--- src/hw/rtl/rwfp_pkg.sv ---
// shared types and constants for the riff/wave format id parser
// no dependencies; used by every module under hw/rtl

package rwfp_pkg;

    localparam int unsigned BYTE_W   = 8;
    localparam int unsigned FMT_W    = 16;
    localparam int unsigned STATUS_W = 3;
    localparam int unsigned TAG_W    = 32;
    localparam int unsigned SKIP_W   = 33;
    localparam int unsigned CNT_W    = 2;

    localparam logic [TAG_W-1:0] TAG_RIFF = 32'h5249_4646;
    localparam logic [TAG_W-1:0] TAG_WAVE = 32'h5741_5645;
    localparam logic [TAG_W-1:0] TAG_FMT  = 32'h666D_7420;
    localparam logic [TAG_W-1:0] TAG_DATA = 32'h6461_7461;

    // parse steps, one-hot
    typedef enum logic [8:0] {
        PH_WAIT  = 9'b0_0000_0001,
        PH_RIFF  = 9'b0_0000_0010,
        PH_SIZE  = 9'b0_0000_0100,
        PH_WAVE  = 9'b0_0000_1000,
        PH_CID   = 9'b0_0001_0000,
        PH_CLEN  = 9'b0_0010_0000,
        PH_FMTLO = 9'b0_0100_0000,
        PH_FMTHI = 9'b0_1000_0000,
        PH_SKIP  = 9'b1_0000_0000
    } t_phase;

    typedef enum logic [STATUS_W-1:0] {
        ST_FOUND    = 3'd0,
        ST_NOT_RIFF = 3'd1,
        ST_NOT_WAVE = 3'd2,
        ST_DATA     = 3'd3,
        ST_TRUNC    = 3'd4
    } t_status;

    typedef struct packed {
        logic [BYTE_W-1:0] byte_value;
        logic              first_of_file;
        logic              last_of_file;
    } t_item;

    typedef struct packed {
        logic             valid;
        logic [FMT_W-1:0] format_id;
        t_status          status;
    } t_result;

endpackage

--- src/hw/rtl/riff_wave_format_id_parser_unit.sv ---
// top level of the riff/wave format id parser: input stage, parser core, output stage
// depends on rwfp_pkg, rwfp_in_stage, rwfp_core, rwfp_out_stage
//
//  channel   dir  tdata                              tuser          tlast
//  s_axis    in   [7:0] byte_value                   first_of_file  last_of_file
//  m_axis    out  [15:0] format_id, [18:16] status   -              -
//
// one byte per cycle sustained unless m_axis stalls; a byte waits in the input register,
// is parsed as it leaves it, and its result (if any) shows in the cycle after
// the parse state updates once per byte, set by the combinational next-state logic
// i_rst_n is synchronous; after reset bytes are ignored until one carries tuser
// a stalled m_axis only holds the input stage when a result is waiting and the
// input register is also full

module riff_wave_format_id_parser_unit (
    input  logic        i_clk,
    input  logic        i_rst_n,

    input  logic        s_axis_tvalid,
    output logic        s_axis_tready,
    input  logic [7:0]  s_axis_tdata,   // [7:0] byte_value
    input  logic        s_axis_tuser,   // [0] first_of_file
    input  logic        s_axis_tlast,   // last_of_file

    output logic        m_axis_tvalid,
    input  logic        m_axis_tready,
    output logic [23:0] m_axis_tdata    // [15:0] format_id, [18:16] status, [23:19] zero
);

    rwfp_pkg::t_item   in_item;
    rwfp_pkg::t_item   st_item;
    logic              st_valid;
    logic              out_free;
    logic              take;
    rwfp_pkg::t_result core_res;
    rwfp_pkg::t_result out_res;

    assign in_item.byte_value    = s_axis_tdata;
    assign in_item.first_of_file = s_axis_tuser;
    assign in_item.last_of_file  = s_axis_tlast;

    // a byte leaves the input register whenever the result register can take its result
    assign take = st_valid && out_free;

    rwfp_in_stage u_in (
        .i_clk   (i_clk),
        .i_rst_n (i_rst_n),
        .i_valid (s_axis_tvalid),
        .o_ready (s_axis_tready),
        .i_item  (in_item),
        .i_take  (take),
        .o_valid (st_valid),
        .o_item  (st_item)
    );

    rwfp_core u_core (
        .i_clk    (i_clk),
        .i_rst_n  (i_rst_n),
        .i_fire   (take),
        .i_item   (st_item),
        .o_result (core_res)
    );

    rwfp_out_stage u_out (
        .i_clk    (i_clk),
        .i_rst_n  (i_rst_n),
        .i_result (core_res),
        .i_ready  (m_axis_tready),
        .o_free   (out_free),
        .o_result (out_res)
    );

    assign m_axis_tvalid = out_res.valid;
    assign m_axis_tdata  = {5'b0, out_res.status, out_res.format_id};

    // only a found result carries a format id
    a_fmt_zero: assert property (@(posedge i_clk) disable iff (!i_rst_n)
        m_axis_tvalid && (m_axis_tdata[18:16] != rwfp_pkg::ST_FOUND)
        |-> m_axis_tdata[15:0] == 16'd0)
        else $error("format id nonzero on a failure status");

    // status stays within the defined codes
    a_status_range: assert property (@(posedge i_clk) disable iff (!i_rst_n)
        m_axis_tvalid |-> m_axis_tdata[18:16] <= rwfp_pkg::ST_TRUNC)
        else $error("undefined status code");

    // no result can appear in the cycle right after reset
    a_quiet_after_reset: assert property (@(posedge i_clk)
        !i_rst_n |=> !m_axis_tvalid)
        else $error("result right after reset");

endmodule

--- src/hw/rtl/rwfp_in_stage.sv ---
// input register stage: holds one accepted byte until the parser consumes it
// depends on rwfp_pkg

module rwfp_in_stage (
    input  logic          i_clk,
    input  logic          i_rst_n,
    input  logic          i_valid,
    output logic          o_ready,
    input  rwfp_pkg::t_item i_item,
    input  logic          i_take,
    output logic          o_valid,
    output rwfp_pkg::t_item o_item
);

    logic            r_valid;
    rwfp_pkg::t_item r_item;

    assign o_ready = !r_valid || i_take;
    assign o_valid = r_valid;
    assign o_item  = r_item;

    always_ff @(posedge i_clk) begin
        if (!i_rst_n) begin
            r_valid <= 1'b0;
        end else if (o_ready) begin
            r_valid <= i_valid;
        end
    end

    always_ff @(posedge i_clk) begin
        if (o_ready && i_valid) begin
            r_item <= i_item;
        end
    end

endmodule

--- src/hw/rtl/rwfp_core.sv ---
// parse state and per-byte next-state logic, one byte per cycle while i_fire is high
// depends on rwfp_pkg

module rwfp_core (
    input  logic              i_clk,
    input  logic              i_rst_n,
    input  logic              i_fire,
    input  rwfp_pkg::t_item   i_item,
    output rwfp_pkg::t_result o_result
);

    rwfp_pkg::t_phase                 r_phase, n_phase;
    logic [rwfp_pkg::CNT_W-1:0]       r_cnt, n_cnt;
    logic [rwfp_pkg::TAG_W-1:0]       r_tag, n_tag;
    logic [rwfp_pkg::TAG_W-1:0]       r_len, n_len;
    logic [rwfp_pkg::SKIP_W-1:0]      r_skip, n_skip;
    logic [rwfp_pkg::BYTE_W-1:0]      r_fmtlo, n_fmtlo;

    rwfp_pkg::t_phase                 ph;
    logic [rwfp_pkg::CNT_W-1:0]       cnt;
    logic [rwfp_pkg::TAG_W-1:0]       tag, len, tag_sh, len_sh;
    logic [rwfp_pkg::SKIP_W-1:0]      skip, padded;
    logic [rwfp_pkg::BYTE_W-1:0]      fmtlo, b;
    logic                             cnt_done;
    rwfp_pkg::t_result                res;

    assign o_result = res;

    always_comb begin
        b       = i_item.byte_value;
        // a file start restarts the parse with this byte as byte 0
        ph      = i_item.first_of_file ? rwfp_pkg::PH_RIFF : r_phase;
        cnt     = i_item.first_of_file ? '0 : r_cnt;
        tag     = i_item.first_of_file ? '0 : r_tag;
        len     = i_item.first_of_file ? '0 : r_len;
        skip    = i_item.first_of_file ? '0 : r_skip;
        fmtlo   = i_item.first_of_file ? '0 : r_fmtlo;

        tag_sh   = {tag[rwfp_pkg::TAG_W-9:0], b};
        len_sh   = {b, len[rwfp_pkg::TAG_W-1:8]};
        cnt_done = (cnt == 2'd3);
        padded   = {1'b0, len_sh} + {{(rwfp_pkg::SKIP_W-1){1'b0}}, len_sh[0]};

        n_phase = ph;
        n_cnt   = cnt;
        n_tag   = tag;
        n_len   = len;
        n_skip  = skip;
        n_fmtlo = fmtlo;

        res           = '0;
        res.status    = rwfp_pkg::ST_FOUND;

        case (ph)
            rwfp_pkg::PH_RIFF: begin
                n_tag = tag_sh;
                n_cnt = cnt_done ? '0 : cnt + 2'd1;
                if (cnt_done) begin
                    if (tag_sh != rwfp_pkg::TAG_RIFF) begin
                        res.valid  = 1'b1;
                        res.status = rwfp_pkg::ST_NOT_RIFF;
                        n_phase    = rwfp_pkg::PH_WAIT;
                    end else begin
                        n_phase = rwfp_pkg::PH_SIZE;
                    end
                end
            end
            rwfp_pkg::PH_SIZE: begin
                n_cnt = cnt_done ? '0 : cnt + 2'd1;
                if (cnt_done) begin
                    n_phase = rwfp_pkg::PH_WAVE;
                end
            end
            rwfp_pkg::PH_WAVE: begin
                n_tag = tag_sh;
                n_cnt = cnt_done ? '0 : cnt + 2'd1;
                if (cnt_done) begin
                    if (tag_sh != rwfp_pkg::TAG_WAVE) begin
                        res.valid  = 1'b1;
                        res.status = rwfp_pkg::ST_NOT_WAVE;
                        n_phase    = rwfp_pkg::PH_WAIT;
                    end else begin
                        n_phase = rwfp_pkg::PH_CID;
                    end
                end
            end
            rwfp_pkg::PH_CID: begin
                n_tag = tag_sh;
                n_cnt = cnt_done ? '0 : cnt + 2'd1;
                if (cnt_done) begin
                    n_phase = rwfp_pkg::PH_CLEN;
                end
            end
            rwfp_pkg::PH_CLEN: begin
                n_len = len_sh;
                n_cnt = cnt_done ? '0 : cnt + 2'd1;
                if (cnt_done) begin
                    // padded length is even, so nonzero means at least 2
                    if (len_sh != '0 && tag == rwfp_pkg::TAG_FMT) begin
                        n_phase = rwfp_pkg::PH_FMTLO;
                    end else if (tag == rwfp_pkg::TAG_DATA) begin
                        res.valid  = 1'b1;
                        res.status = rwfp_pkg::ST_DATA;
                        n_phase    = rwfp_pkg::PH_WAIT;
                    end else if (len_sh == '0) begin
                        n_phase = rwfp_pkg::PH_CID;
                    end else begin
                        n_skip  = padded;
                        n_phase = rwfp_pkg::PH_SKIP;
                    end
                end
            end
            rwfp_pkg::PH_FMTLO: begin
                n_fmtlo = b;
                n_phase = rwfp_pkg::PH_FMTHI;
            end
            rwfp_pkg::PH_FMTHI: begin
                res.valid     = 1'b1;
                res.format_id = {b, fmtlo};
                res.status    = rwfp_pkg::ST_FOUND;
                n_phase       = rwfp_pkg::PH_WAIT;
            end
            rwfp_pkg::PH_SKIP: begin
                n_skip = skip - {{(rwfp_pkg::SKIP_W-1){1'b0}}, 1'b1};
                if (skip == {{(rwfp_pkg::SKIP_W-1){1'b0}}, 1'b1}) begin
                    n_phase = rwfp_pkg::PH_CID;
                end
            end
            default: begin
                n_phase = rwfp_pkg::PH_WAIT;
            end
        endcase

        // end of file with no decision yet
        if (ph != rwfp_pkg::PH_WAIT && n_phase != rwfp_pkg::PH_WAIT
            && i_item.last_of_file) begin
            res.valid     = 1'b1;
            res.format_id = '0;
            res.status    = rwfp_pkg::ST_TRUNC;
            n_phase       = rwfp_pkg::PH_WAIT;
        end

        if (!i_fire) begin
            res.valid = 1'b0;
        end
    end

    always_ff @(posedge i_clk) begin
        if (!i_rst_n) begin
            r_phase <= rwfp_pkg::PH_WAIT;
            r_cnt   <= '0;
            r_tag   <= '0;
            r_len   <= '0;
            r_skip  <= '0;
            r_fmtlo <= '0;
        end else if (i_fire) begin
            r_phase <= n_phase;
            r_cnt   <= n_cnt;
            r_tag   <= n_tag;
            r_len   <= n_len;
            r_skip  <= n_skip;
            r_fmtlo <= n_fmtlo;
        end
    end

endmodule

--- src/hw/rtl/rwfp_out_stage.sv ---
// output register: holds one result until the downstream side takes it
// depends on rwfp_pkg

module rwfp_out_stage (
    input  logic              i_clk,
    input  logic              i_rst_n,
    input  rwfp_pkg::t_result i_result,
    input  logic              i_ready,
    output logic              o_free,
    output rwfp_pkg::t_result o_result
);

    logic                         r_valid;
    logic [rwfp_pkg::FMT_W-1:0]   r_format_id;
    rwfp_pkg::t_status            r_status;

    assign o_free             = !r_valid || i_ready;
    assign o_result.valid     = r_valid;
    assign o_result.format_id = r_format_id;
    assign o_result.status    = r_status;

    always_ff @(posedge i_clk) begin
        if (!i_rst_n) begin
            r_valid <= 1'b0;
        end else if (o_free) begin
            r_valid <= i_result.valid;
        end
    end

    always_ff @(posedge i_clk) begin
        if (o_free && i_result.valid) begin
            r_format_id <= i_result.format_id;
            r_status    <= i_result.status;
        end
    end

endmodule
--- config.mk ---
export PLATFORM = sky130hd
export DESIGN_NAME = riff_wave_format_id_parser_unit
export DESIGN_NICKNAME = d
export VERILOG_FILES = /design/src/hw/rtl/rwfp_pkg.sv /design/src/hw/rtl/riff_wave_format_id_parser_unit.sv /design/src/hw/rtl/rwfp_in_stage.sv /design/src/hw/rtl/rwfp_core.sv /design/src/hw/rtl/rwfp_out_stage.sv
export SDC_FILE = /design/constraint.sdc
export NUM_CORES = 1
export LEC_CHECK = 0
export BUFFER_PORTS_ARGS = -buffer_cell sky130_fd_sc_hd__buf_2
export CAP_MARGIN = 20
export CORE_MARGIN = 2
export CORE_UTILIZATION = 48
export CTS_CLUSTER_SIZE = 8
export DETAILED_ROUTE_END_ITERATION = 10
export PLACE_DENSITY = 0.73
export RECOVER_POWER = 100
export SLEW_MARGIN = 20
export SYNTH_ARGS = -nofsm -noshare
export SYNTH_HDL_FRONTEND = slang
export SYNTH_HIERARCHICAL = 1
export SYNTH_SLANG_ARGS = --single-unit
--- constraint.sdc ---
create_clock -name i_clk -period 4.35 [get_ports i_clk]
set_input_delay 0.87 -clock i_clk [delete_from_list [all_inputs] [get_ports i_clk]]
set_output_delay 0.87 -clock i_clk [all_outputs]
set_load 0.01 [all_outputs]
==> results of run 1 <==
## worst max path at each step
stage	to	cells past startpoint
after floorplan	u_out/r_format_id[0]$_DFFE_PP_	14
after global placement	u_out/r_format_id[11]$_DFFE_PP_	8
after detailed placement	u_out/r_format_id[11]$_DFFE_PP_	8
after CTS	u_out/r_format_id[0]$_DFFE_PP_	8
after global routing	u_out/r_format_id[11]$_DFFE_PP_	8
final	u_out/r_format_id[11]$_DFFE_PP_	8
## cells by family after synthesis
kind of cell               after synthesis  share of synthesized area [%]
other                                    1                         0.0472
AOI/OAI and AO/OA                      237                           20.2
muxes                                   17                           2.20
and+or+nand+nor                        426                           29.8
xor gates and xnor gates                29                           3.20
DFF                                    139                           38.7
adders and majority gates                5                          0.787
buffers and inverters                   91                           5.07
## area by class of cell
class                      count  area (µm²)  area share, %
inverter                      20        75.1          0.866
sequential                   139        3070           35.4
multi-input combinational    719        4430           51.1
clock buffer                  18         439           5.06
timing repair buffer          45         248           2.86
tap                          220         275           3.17
clock inverter                14         129           1.49
## synthesized netlist by cell type, drive strengths merged (6+ instances only)
cell | count | area [µm²]
a41oi | 8 | 70.1
and3 | 11 | 68.8
nor4b | 7 | 67.6
xnor2 | 15 | 131
o21ai | 47 | 239
nor2 | 128 | 488
and2 | 27 | 176
clkbuf | 45 | 169
inv | 20 | 75.1
nor4 | 33 | 255
nand2b | 8 | 80.1
nand3 | 21 | 105
dfxtp | 110 | 2200
nand2 | 62 | 233
o21a | 6 | 45.0
a21o | 6 | 45.0
nor3b | 27 | 208
nand4 | 25 | 156
nor2b | 18 | 113
a211oi | 6 | 55.1
a22oi | 37 | 278
edfxtp | 29 | 871
xor2 | 14 | 123
buf | 26 | 159
mux2i | 13 | 130
a31oi | 12 | 75.1
o211ai | 10 | 75.1
a21oi | 57 | 285
nor3 | 32 | 175
## sequential cells by signal, summed over array words and instances, names as in the netlist
| register | cells |
|---|---|
| u_core/r_skip | 33 |
| u_out/r_valid | 1 |
| u_core/r_phase | 9 |
| u_core/r_fmtlo | 8 |
| u_in/o_item | 10 |
| u_out/r_format_id | 16 |
| u_out/r_status | 3 |
| u_in/o_valid | 1 |
| u_core/r_tag | 32 |
| u_core/r_cnt | 2 |
| u_core/r_len | 24 |
## cells in the final DEF (no fill, tap or decap), types with 6 or more instances in the layout
master     Yosys  layout
and2_1        24      12
nor3b_1       26      26
edfxtp_1      29      29
and3_1        11      11
buf_4          6       6
o21ai_0       38      42
nor4_1        28      29
inv_1         20      19
mux2i_1       13      13
xnor2_1       15      15
nor3_1        29      29
nand2_1       62      62
inv_8          0       6
nor2b_1       18      18
a21oi_1       57      57
a211oi_1       4       6
nand4_1       25      25
o211ai_1      10      10
a41oi_1        8       8
clkbuf_1      45      24
clkbuf_16      0      17
nand3_1       21      21
o21a_1         6       6
buf_2         13      12
xor2_1        14      14
and2_0         0      14
a31oi_1       12      12
nor2_1       125     127
a21o_1         6       6
nand2b_1       4       7
a22oi_1       37      37
nor4b_1        6       6
dfxtp_1      110     110
## through the flow
step                      setup WS, ps  power [mW]
after floorplan                    985        1.57
after global placement            1080        1.64
after detailed placement           994        1.64
after CTS                          966        3.03
after global routing               402        3.11
final                              558        3.02
## routing by layer
layer	vias to the layer above	GRT usage, %	share of wire (%)
met1	3573	36.4	44
met2	413	39.3	44
met4	0	9.86	2.9
met5	-	0	0
li1	3493	-	-
met3	66	5.13	9.1
## power by group
group | switching, mW | total, mW | internal (mW)
combinational | 0.161 | 0.235 | 0.0738
sequential | 0.0408 | 1.38 | 1.34
clock | 0.630 | 1.40 | 0.769
## worst max-delay path: cells and delay by family, from the launching register on
kind,cells,cell delay (ps)
AND/OR/NAND/NOR,6,2230
AO/OA/AOI/OAI,2,700
flip-flops,1,530
==> qor.csv, run 1 <==
stage;metric;value;unit
global_routing;overflow;0;
yosys;synth_cells;945;
yosys;async_flop_share;0;%
final_layout;layout.cells.non_filler;1175;
clocking;cts_tree;built;
yosys;syn_area;7950;µm²
final_layout;num-fill-cells;1532;
timing;worst_pin_slew;1670;ps
routing;drtAntennaViolNets;0;
hold_path;hold_class;register to register;
setup_path;critical_path.max_stage_delay;790;ps
placed_design;hpwl;15100;µm
timing;rsz0062_at_grt;false;
timing;relSlewSlack;-11.1;%
final_layout;area_growth;9.08;%
yosys;synthFlopType;dfxtp_1;
timing;hold_ws;484;ps
clocking;postCtsSetupRepairBufs;0;
setup_path;path_cells;nor4_1, nand4_1, nor4_1, o2bb2ai_1, a2111oi_4, nor3_1, nor2_1, and2_4;
setup_path;reg2reg_slack;560;ps
die;die_w;133;µm
clocking;cts_buffers;17;
yosys;synth_seq_cells;139;
placed_design;place_inst;1142;
global_routing;antenna_found_initial;0;
setup_path;worstSetupPathType;register to register;
routing;routedWlPerCell;19.2;µm
final_layout;fin_util;52.8;%
routing;vias;7545;
setup_path;reg2reg_depth;8;
setup_path;crit_arrival;3910;ps
die;io_pins;40;
pwr;powerDensity;348;nW/µm²
clocking;postCtsHoldBufs;0;
job;max_cap_violations;2;
timing;finalClockSkew;10.8;ps
yosys;ys_seq_area_share;38.7;%
setup_path;slowest_stage;nor4_1;
pwr;vdd_drop_max;0.308;mV
setup_path;required;4460;ps
placed_design;place_congestion;0.907;
timing;slew_viol_final;108;
setup_path;r2r-end;u_out/r_format_id[11]$_DFFE_PP_;
final_layout;num-nets-final;961;
hold_path;hold_depth;2;
clocking;ctsResizeCount;0;
placed_design;post_dp_cell_area;8170;µm²
final_layout;drive_gt1_share;7.96;%
yosys;synth_edf_count;29;
routing;firstDrtPassIters;8;
die;rows;47;
timing;hold_violations;0;
global_routing;grt_pass1_vias;6762;
global_routing;grt_pass1_wl;36600;µm
setup_path;worstSetupStartpointType;register;
global_routing;grt_usage;25.9;%
yosys;ys_types;81;
clocking;clk_root_buffer_cell;clkbuf_16;
routing;drc_errors;0;
timing;fin_crit_sh;87.2;%
hold_path;min_to;u_core/r_cnt[1]$_SDFFE_PN0P_;
yosys;syn_area_per_cell;8.41;µm²
timing;setup-tns-final;0;ps
pwr;leakagePower;2.92;nW
timing;max_freq;0.264;GHz
final_layout;antenna_cells;0;
clocking;cts_buffer_depth;2;
global_routing;grt_max_degree;75;
die;coreArea;16400;µm²
run_status;failed_checks;max-capacitance violations, max-slew violations;
die;start_util;48.4;%
setup_path;crit_fanout;19;
routing;drtIter0Drc;1040;
routing;routed_wl;22600;µm
routing;avgViaCountPerCell;6.42;
setup_path;cp-end-kind;register;
setup_path;path_common_cell;nor4_1;
final_layout;stdcell_area;8670;µm²
timing;setup_viol;0;
timing;post-route-min-period;3790;ps
yosys;yosys_warnings;6;
clocking;clk_pin_slew;60;ps
clocking;clk_latency;430;ps
run_status;status;complete, but fails checks;
clocking;cts_sinks;139;
setup_path;reg2reg_from;u_in/o_item[6]$_DFFE_PP_;
die;dieArea;17600;µm²
hold_path;min_from;u_core/r_cnt[1]$_SDFFE_PN0P_;
die;fp.dieH;133;µm
placed_design;portBuffers;34;
setup_path;crit_start;u_in/o_item[6]$_DFFE_PP_;
clocking;cts-htree-levels;4;
No activity file was read; power rests on OpenSTA's default activity.
==> run 2: changes to the inputs <==
--- a/config.mk
+++ b/config.mk
@@ -11,10 +11,9 @@
 export CORE_UTILIZATION = 48
 export CTS_CLUSTER_SIZE = 8
 export DETAILED_ROUTE_END_ITERATION = 10
-export PLACE_DENSITY = 0.73
+export PLACE_DENSITY = 0.62
 export RECOVER_POWER = 100
 export SLEW_MARGIN = 20
 export SYNTH_ARGS = -nofsm -noshare
 export SYNTH_HDL_FRONTEND = slang
-export SYNTH_HIERARCHICAL = 1
 export SYNTH_SLANG_ARGS = --single-unit
==> qor.csv, run 2 <==
stage;metric;value;unit;change
routing;routedWlPerCell;19.9;µm;+3.6%
global_routing;antenna_found_initial;1;;+1
yosys;synthMuxAreaShare;0.751;%;-1.5 points
timing;setup-tns-final;0;ps;unchanged
yosys;synth_top_area_share;27.0;%;-0.71 points
timing;worst_pin_slew;1790;ps;+118 ps
yosys;synth_xor_area_share;3.01;%;-0.19 points
yosys;syn_area;8160;µm²;+2.6%
clocking;cts_buffers;17;;unchanged
setup_path;crit_fanout;25;;+6
hold_path;min_to;u_core.r_tag[31]$_SDFFE_PN0P_;;
yosys;synth-simple-area-share;29.8;%;about the same
final_layout;drive_gt1_share;8.62;%;+0.66 points
clocking;cts_tree;built;;
final_layout;reg_top3;u_core.r_skip: 33 flops, u_core.r_tag: 32 flops, u_core.r_len: 24 flops;;
routing;drc_errors;0;;unchanged
setup_path;crit_arrival;3840;ps;-70 ps
clocking;clk_latency;430;ps;about the same
placed_design;place_congestion;0.917;;+1.1%
setup_path;reg2reg_depth;9;;+1
timing;finalClockSkew;6.83;ps;-3.93 ps
global_routing;grt_usage;27.5;%;+1.6 points
yosys;synthTopCellsByArea;dfxtp_1, edfxtp_1, nand2_1;;
clocking;clk_pin_slew;70;ps;about the same
pwr;total_power;3.16;mW;+4.6%
die;dieArea;18100;µm²;+2.6%
yosys;async_flop_share;0;%;unchanged
timing;setup_viol;0;;unchanged
setup_path;path_common_cell;buf_4;;
routing;drtAntennaViolNets;0;;unchanged
clocking;cts-htree-levels;4;;unchanged
yosys;ys_seq_area_share;37.7;%;-1.0 points
hold_path;min_from;u_core.r_tag[31]$_SDFFE_PN0P_;;
final_layout;largest_reg_flops;33;;unchanged
setup_path;slowest_stage;edfxtp_1;;
placed_design;portBuffers;34;;unchanged
final_layout;fin_util;54.4;%;+1.5 points
routing;firstDrtPassIters;5;;-3
yosys;synth_common_cells;dfxtp_1, nand2_1, nor2_1;;
timing;rsz0062_at_grt;false;;
clocking;cts_sinks;139;;unchanged
global_routing;grt_pass1_wl;38600;µm;+5.6%
yosys;ys_types;81;;unchanged
pwr;powerDensity;350;nW/µm²;+0.62%
global_routing;grt_max_degree;54;;-28%
setup_path;path_cells;clkbuf_1, buf_4, buf_4, o21ai_0, and2_0, a211oi_2, nor3b_1, nor2_1, buf_4;;
clocking;clk_root_buffer_cell;clkbuf_16;;
final_layout;final_cell_mix;dfxtp_1, nand2_1, nor2_1;;
final_layout;final_common_cell;dfxtp_1;;
yosys;synth_seq_cells;139;;unchanged
placed_design;preCtsSetupSlack;965;ps;-29.6 ps
yosys;synth_cells;995;;+5.3%
job;max_cap_violations;1;;-1
clocking;postCtsSetupRepairBufs;0;;unchanged
final_layout;stdcell_area;9020;µm²;+4.0%
placed_design;post_dp_cell_area;8460;µm²;+3.6%
hold_path;hold_depth;2;;unchanged
placed_design;place_inst;1197;;+4.8%
run_status;failed_checks;max-capacitance violations, max-slew violations;;
setup_path;r2r-end;u_out.r_format_id[4]$_SDFFCE_PP0P_;;
timing;max_freq;0.269;GHz;+2.0%
routing;avgViaCountPerCell;6.21;;-3.3%
routing;routed_wl;24500;µm;+8.3%
routing;drtIter0Drc;803;;-23%
hold_path;hold_class;register to register;;
setup_path;required;4470;ps;about the same
timing;hold_violations;0;;unchanged
die;fp.dieH;134;µm;+1.3%
clocking;ctsResizeCount;0;;unchanged
yosys;syn_area_per_cell;8.20;µm²;-2.5%
timing;slew_viol_final;54;;-50%
die;start_util;49.2;%;+0.75 points
yosys;synth_edf_count;29;;unchanged
pwr;vdd_drop_max;0.279;mV;-9.6%
yosys;synthAdderAreaFrac;0.767;%;-0.020 points
pwr;leakagePower;2.96;nW;+1.5%
timing;post-route-min-period;3720;ps;-73.1 ps
setup_path;cp-end-kind;register;;
die;die_w;134;µm;+1.3%
run_status;status;complete, but fails checks;;
clocking;postCtsHoldBufs;0;;unchanged
die;rows;47;;unchanged
setup_path;worstSetupStartpointType;register;;
routing;vias;7628;;+1.1%
clocking;cts_buffer_depth;2;;unchanged
yosys;synth_largest_area_cell;dfxtp_1;;
setup_path;reg2reg_slack;630;ps;+70 ps
final_layout;area_growth;10.5;%;
yosys;synthFlopType;dfxtp_1;;
setup_path;worstSetupPathType;register to register;;
timing;hold_ws;464;ps;-20.6 ps
setup_path;reg2reg_from;u_in.o_item[1]$_DFFE_PP_;;
global_routing;grt_pass1_vias;6909;;+2.2%
timing;relSlewSlack;-19.0;%;-7.9 points
placed_design;hpwl;16700;µm;+11%
yosys;synth_compound_area_share;23.2;%;+3.0 points
global_routing;overflow;0;;unchanged
yosys;synth_top_family_by_area;simple AND/OR/NAND/NOR gates;;
die;io_pins;40;;unchanged
final_layout;num-nets-final;1015;;+5.6%
final_layout;layout.cells.non_filler;1229;;+4.6%
timing;setup_slack;631;ps;+73.1 ps
timing;fin_crit_sh;85.5;%;-1.7 points
yosys;yosys_warnings;0;;-6
yosys;synth_most_common_cell;dfxtp_1;;
final_layout;top_register;u_core.r_skip;;
die;coreArea;16600;µm²;+1.1%
final_layout;antenna_cells;0;;unchanged
setup_path;critical_path.max_stage_delay;640;ps;-150 ps
-- run 2: cell count changes in the layout (fill, tap and decap cells not counted), moves of 10 or more --
| cell | previous run | this run |
|---|---|---|
| nor3b_1 | 26 | 13 |
| nand4_1 | 25 | 15 |
| nor2_1 | 127 | 69 |
| nor2b_1 | 18 | 46 |
| a21boi_0 | 1 | 31 |
| nand2_1 | 62 | 105 |
| nand3_1 | 21 | 46 |
-- run 2: logic make-up (layout without fill, tap and decap cells) --
kind of cell	Yosys count	count (layout)
buffers and inverters	93	103
other	1	5
adders and majority gates	5	5
DFF	139	139
xor gates and xnor gates	28	28
and+or+nand+nor	448	448
AOI/OAI and AO/OA	275	275
muxes	6	6
-- run 2: area by class of cell --
type | count | area [µm²]
well taps | 220 | 275
clock buffers | 18 | 429
clock inverters | 14 | 176
inverters | 16 | 60.1
multi-input cells | 767 | 4730
repair buffers | 55 | 275
fillers | 1587 | 7570
flip-flops and latches | 139 | 3070
-- run 2: worst max-delay path by stage --
stage,startpoint,end,slack [ps],cells past startpoint
final,u_in.o_item[1]$_DFFE_PP_,u_out.r_format_id[4]$_SDFFCE_PP0P_,630,9
after global routing,u_in.o_item[1]$_DFFE_PP_,u_core.r_skip[20]$_SDFFE_PN0P_,360,10
after CTS,u_in.o_item[1]$_DFFE_PP_,u_core.r_skip[28]$_SDFFE_PN0P_,930,6
after detailed placement,u_in.o_item[1]$_DFFE_PP_,u_core.r_skip[28]$_SDFFE_PN0P_,960,6
after global placement,u_in.o_item[1]$_DFFE_PP_,u_core.r_skip[28]$_SDFFE_PN0P_,1030,6
after floorplan,u_in.o_item[1]$_DFFE_PP_,u_out.r_format_id[0]$_SDFFCE_PP0P_,410,13
-- run 2: metal layers --
metal	part of all wire (%)	GRT usage (%)	routed length, µm	up-vias
met2	42	39.2	10200	333
met3	8.3	6.35	2030	46
li1	-	-	-	3663
met1	48	40.6	11600	3586
met5	0	0	0	-
met4	2.2	9.30	550	0
-- run 2: worst max-delay path: cells and delay by family, from the launching register on --
kind | cells | cell delay, ps
simple gates | 3 | 530
flops | 1 | 640
buf+inv | 4 | 1560
compound gates | 2 | 650
-- run 2: where the power goes --
group | internal, mW | switching, mW | leakage, nW
registers | 1.35 | 0.0476 | 1.14
clock network | 0.871 | 0.643 | 0.295
logic | 0.0861 | 0.161 | 1.52
==> run 3: changes to the inputs <==
--- a/config.mk
+++ b/config.mk
@@ -5,13 +5,14 @@
 export SDC_FILE = /design/constraint.sdc
 export NUM_CORES = 1
 export LEC_CHECK = 0
+export ABC_AREA = 1
 export BUFFER_PORTS_ARGS = -buffer_cell sky130_fd_sc_hd__buf_2
 export CAP_MARGIN = 20
 export CORE_MARGIN = 2
 export CORE_UTILIZATION = 48
 export CTS_CLUSTER_SIZE = 8
 export DETAILED_ROUTE_END_ITERATION = 10
-export PLACE_DENSITY = 0.62
+export PLACE_DENSITY_LB_ADDON = 0.15
 export RECOVER_POWER = 100
 export SLEW_MARGIN = 20
 export SYNTH_ARGS = -nofsm -noshare
==> qor.csv, run 3 <==
stage;metric;value;unit;change
run_status;status;finished clean;;
setup_path;crit_arrival;4350;ps;+510 ps
setup_path;path_common_cell;nand2_1;;
clocking;ctsResizeCount;0;;unchanged
final_layout;final_cell_mix;nand2_1, nor2_1, inv_1;;
timing;relSlewSlack;1.97;%;+21 points
global_routing;grt_pass1_wl;58700;µm;+52%
timing;fin_crit_sh;91.6;%;+6.1 points
yosys;async_flop_share;0;%;unchanged
pwr;leakagePower;5.24;nW;+77%
timing;rsz0062_at_grt;false;;
yosys;synthTopCellsByArea;dfxtp_1, nand2_1, nor2_1;;
clocking;clk_root_buffer_cell;clkbuf_16;;
routing;drtIter0Drc;1214;;+51%
clocking;clk_latency;440;ps;about the same
global_routing;grt.busiest_layer;met2;;
routing;firstDrtPassIters;6;;+1
timing;worst_pin_slew;1470;ps;-315 ps
setup_path;slowest_stage;edfxtp_1;;
routing;vias;11719;;+54%
clocking;cts_buffers;17;;unchanged
die;coreArea;21800;µm²;+31%
pwr;powerDensity;321;nW/µm²;-8.2%
global_routing;use_met3;3.92;%;-2.4 points
setup_path;path_cells;inv_8, buf_4, nand2_1, nand2_1, nor2_1, nand2_1, nor2_1, nand2_1, nand3_2, nor2_2, o21ai_0, o21ai_0, nand2_1, a21oi_1;;
clocking;cts_buffer_depth;2;;unchanged
final_layout;stdcell_area;11400;µm²;+26%
setup_path;critical_path.max_stage_delay;550;ps;-90 ps
timing;max_freq;0.251;GHz;-6.6%
final_layout;largest_reg_flops;33;;unchanged
routing;drc_errors;0;;unchanged
placed_design;post_dp_cell_area;10800;µm²;+28%
placed_design;hpwl;26400;µm;+58%
yosys;synth_edf_count;29;;unchanged
yosys;ys_types;42;;-48%
setup_path;cp-end-kind;register;;
job;max_cap_violations;0;;-1
routing;drtAntennaViolNets;0;;unchanged
final_layout;top_register;u_core.r_skip;;
die;rows;54;;+15%
die;dieArea;23300;µm²;+29%
timing;setup_viol;0;;unchanged
clocking;cts_sinks;139;;unchanged
die;start_util;48.7;%;-0.47 points
placed_design;portBuffers;34;;unchanged
placed_design;preCtsSetupSlack;737;ps;-228 ps
hold_path;hold_class;register to register;;
timing;finalClockSkew;12.6;ps;+5.81 ps
setup_path;required;4710;ps;+240 ps
die;io_pins;40;;unchanged
yosys;yosys_warnings;0;;unchanged
final_layout;area_growth;7.13;%;
global_routing;overflow;0;;unchanged
clocking;postCtsHoldBufs;0;;unchanged
yosys;synth_seq_cells;139;;unchanged
clocking;postCtsSetupRepairBufs;0;;unchanged
clocking;cts_tree;built;;
setup_path;worstSetupStartpointType;register;;
yosys;synth_largest_area_cell;dfxtp_1;;
final_layout;antenna_cells;0;;unchanged
timing;hold_violations;0;;unchanged
setup_path;reg2reg_depth;14;;+5
setup_path;worstSetupPathType;register to register;;
yosys;synth_common_cells;nand2_1, nor2_1, inv_1;;
clocking;clk_pin_slew;70;ps;about the same
timing;post-route-min-period;3980;ps;+264 ps
yosys;synthFlopType;dfxtp_1;;
pwr;total_power;3.65;mW;+16%
die;die_w;153;µm;+14%
global_routing;antenna_found_initial;0;;-1
yosys;synth_top_area_share;20.8;%;-6.2 points
hold_path;hold_depth;2;;unchanged
yosys;syn_area;10600;µm²;+30%
setup_path;crit_fanout;90;;+260%
yosys;ys_seq_area_share;29.0;%;-8.7 points
global_routing;use_met2;50.3;%;+11 points
yosys;synth_most_common_cell;nand2_1;;
timing;hold_ws;480;ps;+16.3 ps
global_routing;grt_pass1_vias;10684;;+55%
routing;routedWlPerCell;18.6;µm;-6.8%
final_layout;reg_top3;u_core.r_skip: 33 flops, u_core.r_tag: 32 flops, u_core.r_len: 24 flops;;
final_layout;final_common_cell;nand2_1;;
yosys;synth_cells;1751;;+76%
timing;setup_slack;367;ps;-264 ps
pwr;vdd_drop_max;0.194;mV;-30%
routing;routed_wl;37600;µm;+54%
timing;setup-tns-final;0;ps;unchanged
placed_design;place_congestion;0.945;;+3.0%
clocking;cts-htree-levels;4;;unchanged
die;fp.dieH;153;µm;+14%
routing;avgViaCountPerCell;5.79;;-6.7%
global_routing;grt_max_degree;91;;+69%
final_layout;num-nets-final;1750;;+72%
final_layout;drive_gt1_share;7.17;%;-1.5 points
global_routing;grt_util_met1;43.4;%;+2.8 points
global_routing;grt_usage;31.5;%;+4.0 points
timing;slew_viol_final;0;;-100%
yosys;syn_area_per_cell;6.05;µm²;-26%
## run 3: cell types whose count changed after synthesis, sizes merged, moves of 31 or more
cell | before | now
o211ai | 19 | 91
nand2 | 105 | 456
a21boi | 31 | 0
nor2b | 47 | 0
nor2 | 70 | 264
a21oi | 50 | 122
o21ai | 48 | 109
a22oi | 32 | 0
nand3 | 47 | 130
inv | 16 | 223
## run 3: worst paths after layout
| check | startpoint | to | slack [ps] |
|---|---|---|---|
| max | u_in.o_item[1]$_DFFE_PP_ | u_core.r_skip[10]$_SDFFE_PN0P_ | 370 |
| min | u_core.r_skip[0]$_SDFFE_PN0P_ | u_core.r_skip[0]$_SDFFE_PN0P_ | 480 |
| max reg2reg | u_in.o_item[1]$_DFFE_PP_ | u_core.r_skip[10]$_SDFFE_PN0P_ | 370 |
| min reg2reg | u_core.r_skip[0]$_SDFFE_PN0P_ | u_core.r_skip[0]$_SDFFE_PN0P_ | 480 |
## run 3: cell type report
cell class	count	area [µm²]
inverter	225	856
sequential	139	3070
multi-input combinational	1297	6180
tap	280	350
fill	2287	10400
timing repair buffer	51	264
clock inverter	15	205
clock buffer	17	425
## run 3: critical path, delay by kind of cell (launching register included)
family | cells | cell delay (ps)
flops | 1 | 550
simple gates | 9 | 1870
buf+inv | 2 | 920
compound gates | 3 | 440
## run 3: kinds of logic (layout without fill, tap and decap cells)
family,after synthesis,count (layout),share of synthesized area (%)
XOR/XNOR,11,11,0.909
AND/OR/NAND/NOR,931,931,37.9
adder cells (fa/ha/maj),5,5,0.590
other,1,5,0.0354
buffers and inverters,319,308,12.8
flip-flops,139,139,29.0
AO/OA/AOI/OAI,345,345,18.8
## run 3: metrics by stage
| step | util, % | std cells |
|---|---|---|
| floorplan | - | 1755 |
| detailed placement | 49.7 | 1992 |
| CTS | 52.6 | 2024 |
| global placement | 49.6 | 1991 |
| finish | 52.2 | 2024 |
| global route | 52.2 | 2024 |
## run 3: per-layer routing
layer  part of all wire (%)  vias up
li1                       -     5711
met1                     45     5464
met2                     45      464
met3                    6.3       80
met4                    3.2        0
met5                      0        -
## run 3: power breakdown
part	total [mW]	internal, mW	switching (mW)
combinational	0.559	0.162	0.397
clock	1.64	0.930	0.708
sequential	1.45	1.38	0.0727
